$ cat src/hdl/djk_pkg.sv
// Shared constants, request codes and controller/datapath struct types for the
// dense shortest path block. No dependencies; every other file imports this one.
package djk_pkg;

  localparam int MAX_VERTICES      = 16;
  localparam int INFINITE_DISTANCE = 9999;

  localparam int VERTEX_W   = 4;
  localparam int DIST_W     = 14;
  localparam int VCNT_W     = 5;
  localparam int REQ_W      = 2;
  localparam int CFG_IDX_W  = 2;
  localparam int CFG_DATA_W = 5;
  localparam int ADDR_W     = 2 * VERTEX_W;
  localparam int MAT_DEPTH  = MAX_VERTICES * MAX_VERTICES;

  typedef enum logic [REQ_W-1:0] {
    REQ_WRITE = 2'd0,
    REQ_RUN   = 2'd1,
    REQ_CLEAR = 2'd2
  } djk_req_t;

  typedef enum logic [CFG_IDX_W-1:0] {
    CFG_VERTEX_COUNT = 2'd0,
    CFG_SOURCE       = 2'd1,
    CFG_DESTINATION  = 2'd2
  } djk_cfg_idx_t;

  typedef struct packed {
    logic [VCNT_W-1:0]   vertex_count;
    logic [VERTEX_W-1:0] source_vertex;
    logic [VERTEX_W-1:0] destination_vertex;
  } djk_cfg_t;

  typedef struct packed {
    logic accept;
    logic init;
    logic scan_step;
    logic eval;
    logic relax_issue;
    logic scan_start;
    logic out_load;
  } djk_cmd_t;

  typedef struct packed {
    logic run_req;
    logic n_zero;
    logic idx_last;
    logic found;
    logic out_free;
  } djk_status_t;

endpackage

$ cat src/hdl/djk_if.sv
// Valid/ready channel interfaces for requests, results and register writes.
// Depends on djk_pkg for field widths.
interface djk_in_if;
  import djk_pkg::*;
  logic                valid;
  logic                ready;
  logic [REQ_W-1:0]    req_type;
  logic [VERTEX_W-1:0] edge_from;
  logic [VERTEX_W-1:0] edge_to;
  logic [DIST_W-1:0]   edge_weight;
  modport source (output valid, req_type, edge_from, edge_to, edge_weight, input ready);
  modport sink   (input valid, req_type, edge_from, edge_to, edge_weight, output ready);
endinterface

interface djk_out_if;
  import djk_pkg::*;
  logic                valid;
  logic                ready;
  logic [VERTEX_W-1:0] vertex;
  logic [DIST_W-1:0]   distance;
  logic                reached;
  logic [VERTEX_W-1:0] predecessor;
  logic                has_predecessor;
  logic                is_destination;
  logic                last;
  modport source (output valid, vertex, distance, reached, predecessor, has_predecessor,
                  is_destination, last, input ready);
  modport sink   (input valid, vertex, distance, reached, predecessor, has_predecessor,
                  is_destination, last, output ready);
endinterface

interface djk_cfg_if;
  import djk_pkg::*;
  logic                  valid;
  logic                  ready;
  logic [CFG_IDX_W-1:0]  index;
  logic [CFG_DATA_W-1:0] data;
  modport source (output valid, index, data, input ready);
  modport sink   (input valid, index, data, output ready);
endinterface

$ cat src/hdl/djk_ctrl.sv
// Sequencing state machine for the shortest path block: request intake, table
// init, min scan, relax pass and result output. Depends on djk_pkg.
module djk_ctrl import djk_pkg::*; (
  input  logic        clk,
  input  logic        rst_n,
  input  logic        in_valid,
  output logic        in_ready,
  input  djk_status_t status,
  output djk_cmd_t    cmd
);

  typedef enum logic [6:0] {
    S_IDLE  = 7'b0000001,
    S_INIT  = 7'b0000010,
    S_SCAN  = 7'b0000100,
    S_EVAL  = 7'b0001000,
    S_RELAX = 7'b0010000,
    S_DRAIN = 7'b0100000,
    S_OUT   = 7'b1000000
  } state_t;

  state_t state_r, state_nxt;

  always_comb begin
    state_nxt = state_r;
    cmd       = '0;
    in_ready  = 1'b0;
    unique case (state_r)
      S_IDLE: begin
        in_ready = 1'b1;
        if (in_valid) begin
          cmd.accept = 1'b1;
          if (status.run_req) state_nxt = S_INIT;
        end
      end
      S_INIT: begin
        cmd.init  = 1'b1;
        state_nxt = status.n_zero ? S_IDLE : S_SCAN;
      end
      S_SCAN: begin
        cmd.scan_step = 1'b1;
        if (status.idx_last) state_nxt = S_EVAL;
      end
      S_EVAL: begin
        cmd.eval  = 1'b1;
        state_nxt = status.found ? S_RELAX : S_OUT;
      end
      S_RELAX: begin
        cmd.relax_issue = 1'b1;
        if (status.idx_last) state_nxt = S_DRAIN;
      end
      S_DRAIN: begin
        cmd.scan_start = 1'b1;
        state_nxt      = S_SCAN;
      end
      S_OUT: begin
        if (status.out_free) begin
          cmd.out_load = 1'b1;
          if (status.idx_last) state_nxt = S_IDLE;
        end
      end
      default: state_nxt = S_IDLE;
    endcase
  end

  always_ff @(posedge clk) begin
    if (!rst_n) begin
      state_r <= S_IDLE;
    end else begin
      state_r <= state_nxt;
    end
  end

endmodule

$ cat src/hdl/djk_dp.sv
// Datapath: edge weight memory with per-entry valid bits, distance/predecessor
// tables, scan and relax arithmetic, and the result register. Depends on djk_pkg.
module djk_dp import djk_pkg::*; (
  input  logic                clk,
  input  logic                rst_n,
  input  djk_cmd_t            cmd,
  output djk_status_t         status,
  input  djk_cfg_t            cfg,
  input  logic [REQ_W-1:0]    in_req_type,
  input  logic [VERTEX_W-1:0] in_edge_from,
  input  logic [VERTEX_W-1:0] in_edge_to,
  input  logic [DIST_W-1:0]   in_edge_weight,
  output logic                out_valid,
  input  logic                out_ready,
  output logic [VERTEX_W-1:0] out_vertex,
  output logic [DIST_W-1:0]   out_distance,
  output logic                out_reached,
  output logic [VERTEX_W-1:0] out_predecessor,
  output logic                out_has_predecessor,
  output logic                out_is_destination,
  output logic                out_last
);

  localparam logic [DIST_W-1:0] INF_D = DIST_W'(INFINITE_DISTANCE);
  localparam logic [VCNT_W-1:0] MAX_N = VCNT_W'(MAX_VERTICES);

  logic [DIST_W-1:0]   edge_mem [MAT_DEPTH];
  logic [MAT_DEPTH-1:0] edge_vld_r;
  logic [DIST_W-1:0]   rd_w_r;
  logic                rd_hit_r;

  logic [DIST_W-1:0]   dist_r [MAX_VERTICES];
  logic [VERTEX_W-1:0] pred_r [MAX_VERTICES];
  logic [MAX_VERTICES-1:0] pred_vld_r;
  logic [MAX_VERTICES-1:0] settled_r;

  logic [VERTEX_W-1:0] idx_r, pick_r, rel_idx_r;
  logic [DIST_W-1:0]   best_r;
  logic                found_r, rel_vld_r, out_valid_r;

  logic [VERTEX_W-1:0] out_vertex_r, out_pred_r;
  logic [DIST_W-1:0]   out_distance_r;
  logic                out_reached_r, out_has_pred_r, out_is_dest_r, out_last_r;

  logic [VCNT_W-1:0]   n_active;
  logic [VERTEX_W-1:0] rd_idx;
  logic [DIST_W-1:0]   dist_rd;
  logic [ADDR_W-1:0]   wr_addr, rd_addr;
  logic                wr_en, clr_en, idx_last;
  logic                src_in_range;
  logic [DIST_W-1:0]   w_eff;
  logic [DIST_W:0]     sum;
  logic                relax_upd, scan_better;

  assign n_active = (cfg.vertex_count > MAX_N) ? MAX_N : cfg.vertex_count;
  assign idx_last = (VCNT_W'(idx_r) + VCNT_W'(1)) == n_active;
  assign src_in_range = VCNT_W'(cfg.source_vertex) < n_active;

  // The relax stage owns the table read port while its data is in flight.
  assign rd_idx  = rel_vld_r ? rel_idx_r : idx_r;
  assign dist_rd = dist_r[rd_idx];

  assign wr_addr = {in_edge_from, in_edge_to};
  assign rd_addr = {pick_r, idx_r};
  assign wr_en   = cmd.accept && (in_req_type == REQ_WRITE) &&
                   (VCNT_W'(in_edge_from) < n_active) && (VCNT_W'(in_edge_to) < n_active);
  assign clr_en  = cmd.accept && (in_req_type == REQ_CLEAR);

  assign w_eff     = rd_hit_r ? rd_w_r : '0;
  assign sum       = {1'b0, best_r} + {1'b0, w_eff};
  assign relax_upd = rel_vld_r && (w_eff != '0) && !settled_r[rel_idx_r] &&
                     (sum < {1'b0, dist_rd});
  assign scan_better = !settled_r[idx_r] && (dist_rd < best_r);

  assign status.run_req  = (in_req_type == REQ_RUN);
  assign status.n_zero   = (n_active == '0);
  assign status.idx_last = idx_last;
  assign status.found    = found_r;
  assign status.out_free = !out_valid_r || out_ready;

  always_ff @(posedge clk) begin
    if (wr_en) edge_mem[wr_addr] <= in_edge_weight;
    rd_w_r <= edge_mem[rd_addr];
  end

  always_ff @(posedge clk) begin
    if (!rst_n) begin
      edge_vld_r <= '0;
    end else if (clr_en) begin
      edge_vld_r <= '0;
    end else if (wr_en) begin
      edge_vld_r[wr_addr] <= 1'b1;
    end
  end

  always_ff @(posedge clk) begin
    rd_hit_r <= edge_vld_r[rd_addr];
    if (relax_upd) pred_r[rel_idx_r] <= pick_r;
  end

  always_ff @(posedge clk) begin
    if (!rst_n) begin
      for (int i = 0; i < MAX_VERTICES; i++) dist_r[i] <= INF_D;
      settled_r   <= '0;
      pred_vld_r  <= '0;
      idx_r       <= '0;
      pick_r      <= '0;
      best_r      <= INF_D;
      found_r     <= 1'b0;
      rel_vld_r   <= 1'b0;
      rel_idx_r   <= '0;
      out_valid_r <= 1'b0;
    end else begin
      rel_vld_r <= cmd.relax_issue;
      rel_idx_r <= idx_r;

      if (cmd.init) begin
        // Every distance starts unreachable except an in-range source at zero.
        for (int i = 0; i < MAX_VERTICES; i++) begin
          dist_r[i] <= (src_in_range && (VERTEX_W'(i) == cfg.source_vertex)) ? '0 : INF_D;
        end
        settled_r  <= '0;
        pred_vld_r <= '0;
      end else if (relax_upd) begin
        dist_r[rel_idx_r]     <= sum[DIST_W-1:0];
        pred_vld_r[rel_idx_r] <= 1'b1;
      end

      if (cmd.init || cmd.scan_start) begin
        idx_r   <= '0;
        best_r  <= INF_D;
        found_r <= 1'b0;
      end else if (cmd.scan_step) begin
        if (scan_better) begin
          best_r  <= dist_rd;
          pick_r  <= idx_r;
          found_r <= 1'b1;
        end
        idx_r <= idx_r + VERTEX_W'(1);
      end else if (cmd.eval) begin
        if (found_r) settled_r[pick_r] <= 1'b1;
        idx_r <= '0;
      end else if (cmd.relax_issue || cmd.out_load) begin
        idx_r <= idx_r + VERTEX_W'(1);
      end

      if (cmd.out_load) begin
        out_valid_r <= 1'b1;
      end else if (out_ready) begin
        out_valid_r <= 1'b0;
      end
    end
  end

  always_ff @(posedge clk) begin
    if (cmd.out_load) begin
      out_vertex_r   <= idx_r;
      out_distance_r <= dist_rd;
      out_reached_r  <= dist_rd < INF_D;
      out_pred_r     <= pred_vld_r[idx_r] ? pred_r[idx_r] : '0;
      out_has_pred_r <= pred_vld_r[idx_r];
      out_is_dest_r  <= idx_r == cfg.destination_vertex;
      out_last_r     <= idx_last;
    end
  end

  assign out_valid           = out_valid_r;
  assign out_vertex          = out_vertex_r;
  assign out_distance        = out_distance_r;
  assign out_reached         = out_reached_r;
  assign out_predecessor     = out_pred_r;
  assign out_has_predecessor = out_has_pred_r;
  assign out_is_destination  = out_is_dest_r;
  assign out_last            = out_last_r;

  a_dist_bounded: assert property (@(posedge clk) disable iff (!rst_n)
    dist_rd <= INF_D)
    else $error("stored distance above the unreachable mark");

  a_pred_reached: assert property (@(posedge clk) disable iff (!rst_n)
    cmd.out_load && pred_vld_r[idx_r] |-> dist_rd < INF_D)
    else $error("vertex with a predecessor reported as unreachable");

  a_source_zero: assert property (@(posedge clk) disable iff (!rst_n)
    cmd.out_load && (idx_r == cfg.source_vertex) |-> dist_rd == '0)
    else $error("source vertex reported with nonzero distance");

  a_relax_pipe: assert property (@(posedge clk) disable iff (!rst_n)
    rel_vld_r |-> $past(cmd.relax_issue))
    else $error("relax stage active without an issued weight read");

endmodule

$ cat src/hdl/dijkstra_dense_shortest_path_top.sv
// Top level of the dense shortest path block: register port, controller and
// datapath. Depends on djk_pkg, djk_if, djk_ctrl and djk_dp.
//
//   Port    Direction  Carries
//   in_ch   sink       request: write edge, run, clear all edges
//   out_ch  source     one result per vertex in use after a run
//   cfg_ch  sink       register write: vertex count, source, destination
//
// Edge writes and clears are handled in the idle state, so while the block is idle
// those requests can stream at one transaction per clock. A run's compute time is
// set by the single table read port, walked once per vertex in every scan and
// relax pass, and each vertex in use then gets one result on the output channel.
// Reset clears the edge matrix at once through per-entry valid bits, so no
// clearing pass is needed. The result register lets a new request be taken while
// the final result of a run still waits; output stalls freeze the output walk.
module dijkstra_dense_shortest_path_top import djk_pkg::*; (
  input logic      clk,
  input logic      rst_n,
  djk_in_if.sink   in_ch,
  djk_out_if.source out_ch,
  djk_cfg_if.sink  cfg_ch
);

  djk_cfg_t    cfg_r;
  djk_cmd_t    cmd;
  djk_status_t status;

  // Always writable; the user must write the block only while idle, unchecked.
  assign cfg_ch.ready = 1'b1;

  always_ff @(posedge clk) begin
    if (!rst_n) begin
      cfg_r.vertex_count       <= VCNT_W'(MAX_VERTICES);
      cfg_r.source_vertex      <= '0;
      cfg_r.destination_vertex <= '0;
    end else if (cfg_ch.valid) begin
      // Writes to an index beyond the register list are dropped.
      unique case (cfg_ch.index)
        CFG_VERTEX_COUNT: cfg_r.vertex_count       <= cfg_ch.data;
        CFG_SOURCE:       cfg_r.source_vertex      <= cfg_ch.data[VERTEX_W-1:0];
        CFG_DESTINATION:  cfg_r.destination_vertex <= cfg_ch.data[VERTEX_W-1:0];
        default: ;
      endcase
    end
  end

  djk_ctrl u_ctrl (
    .clk      (clk),
    .rst_n    (rst_n),
    .in_valid (in_ch.valid),
    .in_ready (in_ch.ready),
    .status   (status),
    .cmd      (cmd)
  );

  djk_dp u_dp (
    .clk                 (clk),
    .rst_n               (rst_n),
    .cmd                 (cmd),
    .status              (status),
    .cfg                 (cfg_r),
    .in_req_type         (in_ch.req_type),
    .in_edge_from        (in_ch.edge_from),
    .in_edge_to          (in_ch.edge_to),
    .in_edge_weight      (in_ch.edge_weight),
    .out_valid           (out_ch.valid),
    .out_ready           (out_ch.ready),
    .out_vertex          (out_ch.vertex),
    .out_distance        (out_ch.distance),
    .out_reached         (out_ch.reached),
    .out_predecessor     (out_ch.predecessor),
    .out_has_predecessor (out_ch.has_predecessor),
    .out_is_destination  (out_ch.is_destination),
    .out_last            (out_ch.last)
  );

endmodule

$ cat src/flat_wrapper.sv
// flat-port wrapper written by rule: the top's interface ports become plain ports
module dijkstra_dense_shortest_path_top_flat import djk_pkg::*;
  (clk, rst_n, in_ch_valid, in_ch_req_type, in_ch_edge_from, in_ch_edge_to, in_ch_edge_weight, in_ch_ready, out_ch_valid, out_ch_vertex, out_ch_distance, out_ch_reached, out_ch_predecessor, out_ch_has_predecessor, out_ch_is_destination, out_ch_last, out_ch_ready, cfg_ch_valid, cfg_ch_index, cfg_ch_data, cfg_ch_ready);
  djk_in_if in_ch_i ();
  djk_out_if out_ch_i ();
  djk_cfg_if cfg_ch_i ();
  input logic clk;
  input logic rst_n;
  input wire logic [$bits(in_ch_i.valid)-1:0] in_ch_valid;
  input wire logic [$bits(in_ch_i.req_type)-1:0] in_ch_req_type;
  input wire logic [$bits(in_ch_i.edge_from)-1:0] in_ch_edge_from;
  input wire logic [$bits(in_ch_i.edge_to)-1:0] in_ch_edge_to;
  input wire logic [$bits(in_ch_i.edge_weight)-1:0] in_ch_edge_weight;
  output wire logic [$bits(in_ch_i.ready)-1:0] in_ch_ready;
  output wire logic [$bits(out_ch_i.valid)-1:0] out_ch_valid;
  output wire logic [$bits(out_ch_i.vertex)-1:0] out_ch_vertex;
  output wire logic [$bits(out_ch_i.distance)-1:0] out_ch_distance;
  output wire logic [$bits(out_ch_i.reached)-1:0] out_ch_reached;
  output wire logic [$bits(out_ch_i.predecessor)-1:0] out_ch_predecessor;
  output wire logic [$bits(out_ch_i.has_predecessor)-1:0] out_ch_has_predecessor;
  output wire logic [$bits(out_ch_i.is_destination)-1:0] out_ch_is_destination;
  output wire logic [$bits(out_ch_i.last)-1:0] out_ch_last;
  input wire logic [$bits(out_ch_i.ready)-1:0] out_ch_ready;
  input wire logic [$bits(cfg_ch_i.valid)-1:0] cfg_ch_valid;
  input wire logic [$bits(cfg_ch_i.index)-1:0] cfg_ch_index;
  input wire logic [$bits(cfg_ch_i.data)-1:0] cfg_ch_data;
  output wire logic [$bits(cfg_ch_i.ready)-1:0] cfg_ch_ready;
  assign in_ch_i.valid = in_ch_valid;
  assign in_ch_i.req_type = in_ch_req_type;
  assign in_ch_i.edge_from = in_ch_edge_from;
  assign in_ch_i.edge_to = in_ch_edge_to;
  assign in_ch_i.edge_weight = in_ch_edge_weight;
  assign in_ch_ready = in_ch_i.ready;
  assign out_ch_valid = out_ch_i.valid;
  assign out_ch_vertex = out_ch_i.vertex;
  assign out_ch_distance = out_ch_i.distance;
  assign out_ch_reached = out_ch_i.reached;
  assign out_ch_predecessor = out_ch_i.predecessor;
  assign out_ch_has_predecessor = out_ch_i.has_predecessor;
  assign out_ch_is_destination = out_ch_i.is_destination;
  assign out_ch_last = out_ch_i.last;
  assign out_ch_i.ready = out_ch_ready;
  assign cfg_ch_i.valid = cfg_ch_valid;
  assign cfg_ch_i.index = cfg_ch_index;
  assign cfg_ch_i.data = cfg_ch_data;
  assign cfg_ch_ready = cfg_ch_i.ready;
  dijkstra_dense_shortest_path_top u_core (.clk(clk), .rst_n(rst_n), .in_ch(in_ch_i), .out_ch(out_ch_i), .cfg_ch(cfg_ch_i));
endmodule
$ cat config.mk
export PLATFORM = sky130hd
export DESIGN_NAME = dijkstra_dense_shortest_path_top_flat
export DESIGN_NICKNAME = d
export VERILOG_FILES = /design/src/hdl/djk_pkg.sv /design/src/hdl/djk_if.sv /design/src/hdl/djk_ctrl.sv /design/src/hdl/djk_dp.sv /design/src/hdl/dijkstra_dense_shortest_path_top.sv /design/src/flat_wrapper.sv
export SDC_FILE = /design/constraint.sdc
export NUM_CORES = 2
export LEC_CHECK = 0
export ABC_AREA = 0
export BUFFER_PORTS_ARGS = -buffer_cell sky130_fd_sc_hd__buf_2
export CORE_MARGIN = 10
export CORE_UTILIZATION = 50
export CTS_BUF_LIST = sky130_fd_sc_hd__clkbuf_2 sky130_fd_sc_hd__clkbuf_4 sky130_fd_sc_hd__clkbuf_8
export DETAILED_ROUTE_END_ITERATION = 8
export PLACE_DENSITY_LB_ADDON = 0.15
export SLEW_MARGIN = 20
export SYNTH_ARGS = -nofsm -noshare
export SYNTH_HDL_FRONTEND = slang
export SYNTH_SLANG_ARGS = --single-unit
$ cat constraint.sdc
create_clock -name clk -period 7.87 [get_ports clk]
set_input_delay 1.1805 -clock clk [delete_from_list [all_inputs] [get_ports clk]]
set_output_delay 1.1805 -clock clk [all_outputs]
set_load 0.05 [all_outputs]
==> flow_summary.yaml <==
status:
  status: "finished, final reports clean"
clocking:
  path_clk_slew_ns: 0.06
  cts_buffers: 684
  cts_hold_repair.buffers: 0
  cts_resized: 0
  htreeDepth: 6
  cts_tree: "built"
  clockBufferDepth: 4
  postCtsSetupBuffers: 0
  root_buffer: "clkbuf_8"
  clock_latency_ns: 1.20
  clock_sinks: 4250
critical_path:
  end_kind: "flop"
  crit_type: "reg2reg"
  cp.required_ns: 8.78
  startpoint_type: "flop"
  worstPathArrival_ns: 7.58
  ff2ff_setup_slack_ns: 1.20
  critical_path.max_fanout: 33
placed_design:
  place_congestion: 0.9028
  dp_hpwl_mm: 271.1
  port_buffers: 63
  place_ws_ns: 1.129
global_routing:
  grt_first_pass_wirelength_mm: 651.6
  overflow: 0
  antenna_found_initial: 28
  grt_max_degree: 194
  first_global_vias: 87390
  grtUsageTotal_pct: 25.26
yosys:
  ys_seq_area_share_pct: 74.35
  synth.avg_cell_area_sq_um: 20.55
  synth_area_leader_cell: "edfxtp_1"
  syn-cell-area_sq_um: 166900
  postSynthCellCount: 8122
  synth_top_cell_area_share_pct: 70.12
  ys_ff_latch: 4250
  yosysWarnings: 0
  yosys-top-cells-area: "edfxtp_1 70%, mux4_2 17%, dfxtp_1 4.2%"
  synth_flop_cell: "edfxtp_1"
  synth_enable_flop_cells: 3898
  synth-async-reset-ratio_pct: 0
  ys_types: 76
  synth_fp_nets: 8209
drt:
  vias_per_cell: 6.302
  wl_per_cell_um: 33.28
  drt_iter0_markers: 10680
  vias: 86450
  antenna_left: 0
  totalWireLength_mm: 456.4
  drc_errors: 0
  first_pass_iters: 6
pwr:
  p_comb_share_pct: 1.4
  power.leakage_nw: 57.56
  power.switching_mw: 9.171
  peakVddDrop_v: 0.0001532
  clkPwrFrac_pct: 42.2
  power_density_nw_per_um2: 233.1
  seq_power_share_pct: 56.5
  switching_share_pct: 21.00
  intPower_mw: 34.51
die:
  die_area_sq_um: 357400
  die_h_um: 597.8
  floorplan.initialDensity_pct: 50.14
  core_sq_um: 332900
  fp.dieW_um: 597.8
  io_pins: 65
  num_rows: 212
final_layout:
  final_common_cell: "edfxtp_1"
  nets: 8883
  nFillCells: 24960
  layout-drive-gt1-share_pct: 31.20
  area_growth_pct: 12.26
  layout_common_cells: "3,898 x edfxtp_1, 1,258 x mux4_2, 724 x clkbuf_8"
job:
  cap_viol_max_count: 0
sta:
  worst_slack_ns: 1.198
  rsz0062_at_grt: "false"
  setup_viol: 0
  hold_viol: 0
  setup_tns_ns: 0
  fin_crit_sh_pct: 84.78
  worst_pin_slew_ns: 1.279
  max_freq_mhz: 149.9
  period_minus_slack_ns: 6.672
  slew_headroom_pct: 14.44
  final-max-slew-violation-count: 0
  fin_skew_ns: 0.06833
min_path:
  min_path_type: "in2reg"
[power groups by stage]
stage          Combinational, mW  Sequential [mW]  Clock (mW)
2_1_floorplan              0.137             25.1           0
3_3_place_gp               0.567             25.1           0
3_5_place_dp               0.601             25.1           0
4_1_cts                    0.600             24.7        18.8
5_1_grt                    0.640             24.7        19.8
6_report                   0.598             24.7        18.4
[state kept, by name (all words and copies together), names as in the netlist, 7 cells and up]
name                      flops
u_core.u_dp.edge_mem       3584
u_core.u_dp.rd_w_r           14
u_core.u_dp.edge_vld_r      256
u_core.u_dp.out_distance     14
u_core.cfg_r                 13
u_core.u_dp.settled_r        16
u_core.u_dp.pred_vld_r       16
u_core.u_dp.best_r           14
u_core.u_dp.pred_r           64
u_core.u_dp.dist_r          224
u_core.u_ctrl.state_r         7
[cell type report]
class / instances / area (sq um) / share of cell area [%]
Sequential cell: 4250 / 124100 / 66.24
Multi-Input combinational cell: 3288 / 40250 / 21.48
Clock buffer: 948 / 11560 / 6.169
Tap cell: 4387 / 5489 / 2.929
Timing Repair Buffer: 515 / 4148 / 2.214
Clock inverter: 262 / 1568 / 0.8367
Inverter: 57 / 214.0 / 0.1142
Antenna cell: 10 / 25.02 / 0.01335
[synth_stat cells, types with 24 or more instances]
cell,n
nand3_1,54
nand2_1,377
inv_1,56
a31oi_1,26
nor3_1,114
buf_4,46
mux4_2,1258
and2_1,31
nor2_1,384
mux2i_1,161
a21oi_1,113
buf_1,45
buf_2,132
a21o_1,26
dfxtp_1,352
o21ai_0,297
a22oi_1,78
clkbuf_1,268
ha_1,50
buf_6,35
edfxtp_1,3898
nand2b_1,26
nor2b_1,24
[worst max-delay path, cell delays in order (launching register included)]
cell and delay, ns:
dfxtp_1 0.58, and2_1 0.24, ha_1 0.25, a211o_1 0.29, a2111oi_0 0.79, o211ai_1 0.25, a31o_2 0.28, a21oi_1 0.17
xor2_1 0.17, buf_4 0.31, inv_1 0.09, ha_1 0.30, a22oi_1 0.15, nand4_1 0.12, nor4_1 0.32, o211a_1 0.26
o211ai_1 0.27, a2111o_1 0.46, buf_4 0.26, o21ai_1 0.55, buf_4 0.28
[layer usage]
layer  vias up  wire length, um  track usage [%]
met3       786            39510            4.912
met4        16            15600            8.209
li1      35050                -                -
met1     46310           182900            35.96
met2      4282           218300            39.86
met5         -              107                0
[cell families (layout without fill, tap and decap cells)]
family | Yosys count | after routing | synth area share [%]
AND/OR/NAND/NOR | 1110 | 1110 | 2.950
buffers and inverters | 584 | 1782 | 1.674
multiplexers | 1429 | 1429 | 18.01
adder cells (fa/ha/maj) | 51 | 51 | 0.3868
flip-flops | 4250 | 4250 | 74.35
other | 1 | 11 | 0.002247
XOR/XNOR | 23 | 23 | 0.1207
AO/OA/AOI/OAI | 674 | 674 | 2.512
[final timing paths]
| path | cells past startpoint | from | to |
|---|---|---|---|
| worst max-delay path | 20 | u_core.u_dp.rd_hit_r$_DFF_P_ | u_core.u_dp.dist_r[1][2]$_DFFE_PP_ |
| worst min-delay path | 3 | cfg_ch_data[4] | u_core.cfg_r[12]$_SDFFE_PN1P_ |
| worst max register to register | 20 | u_core.u_dp.rd_hit_r$_DFF_P_ | u_core.u_dp.dist_r[1][2]$_DFFE_PP_ |
| worst min register to register | 2 | u_core.u_dp.edge_vld_r[58]$_SDFFE_PP0P_ | u_core.u_dp.edge_vld_r[58]$_SDFFE_PP0P_ |
[per-stage QoR]
stage | hold WS, ns | instance area (sq um) | utilization (%) | cells | total power, mW
after detailed placement | 0.4370 | 174200 | 52.33 | 12500 | 25.74
after global routing | 0.1963 | 187400 | 56.28 | 13710 | 45.12
after global placement | 0.4281 | 174200 | 52.32 | 12500 | 25.70
after floorplan | 0.4029 | 166900 | - | 8122 | 25.26
final | 0.1966 | 187400 | 56.29 | 13720 | 43.68
after CTS | 0.06962 | 187300 | 56.27 | 13710 | 44.04
No activity file was read; power rests on OpenSTA's default activity.
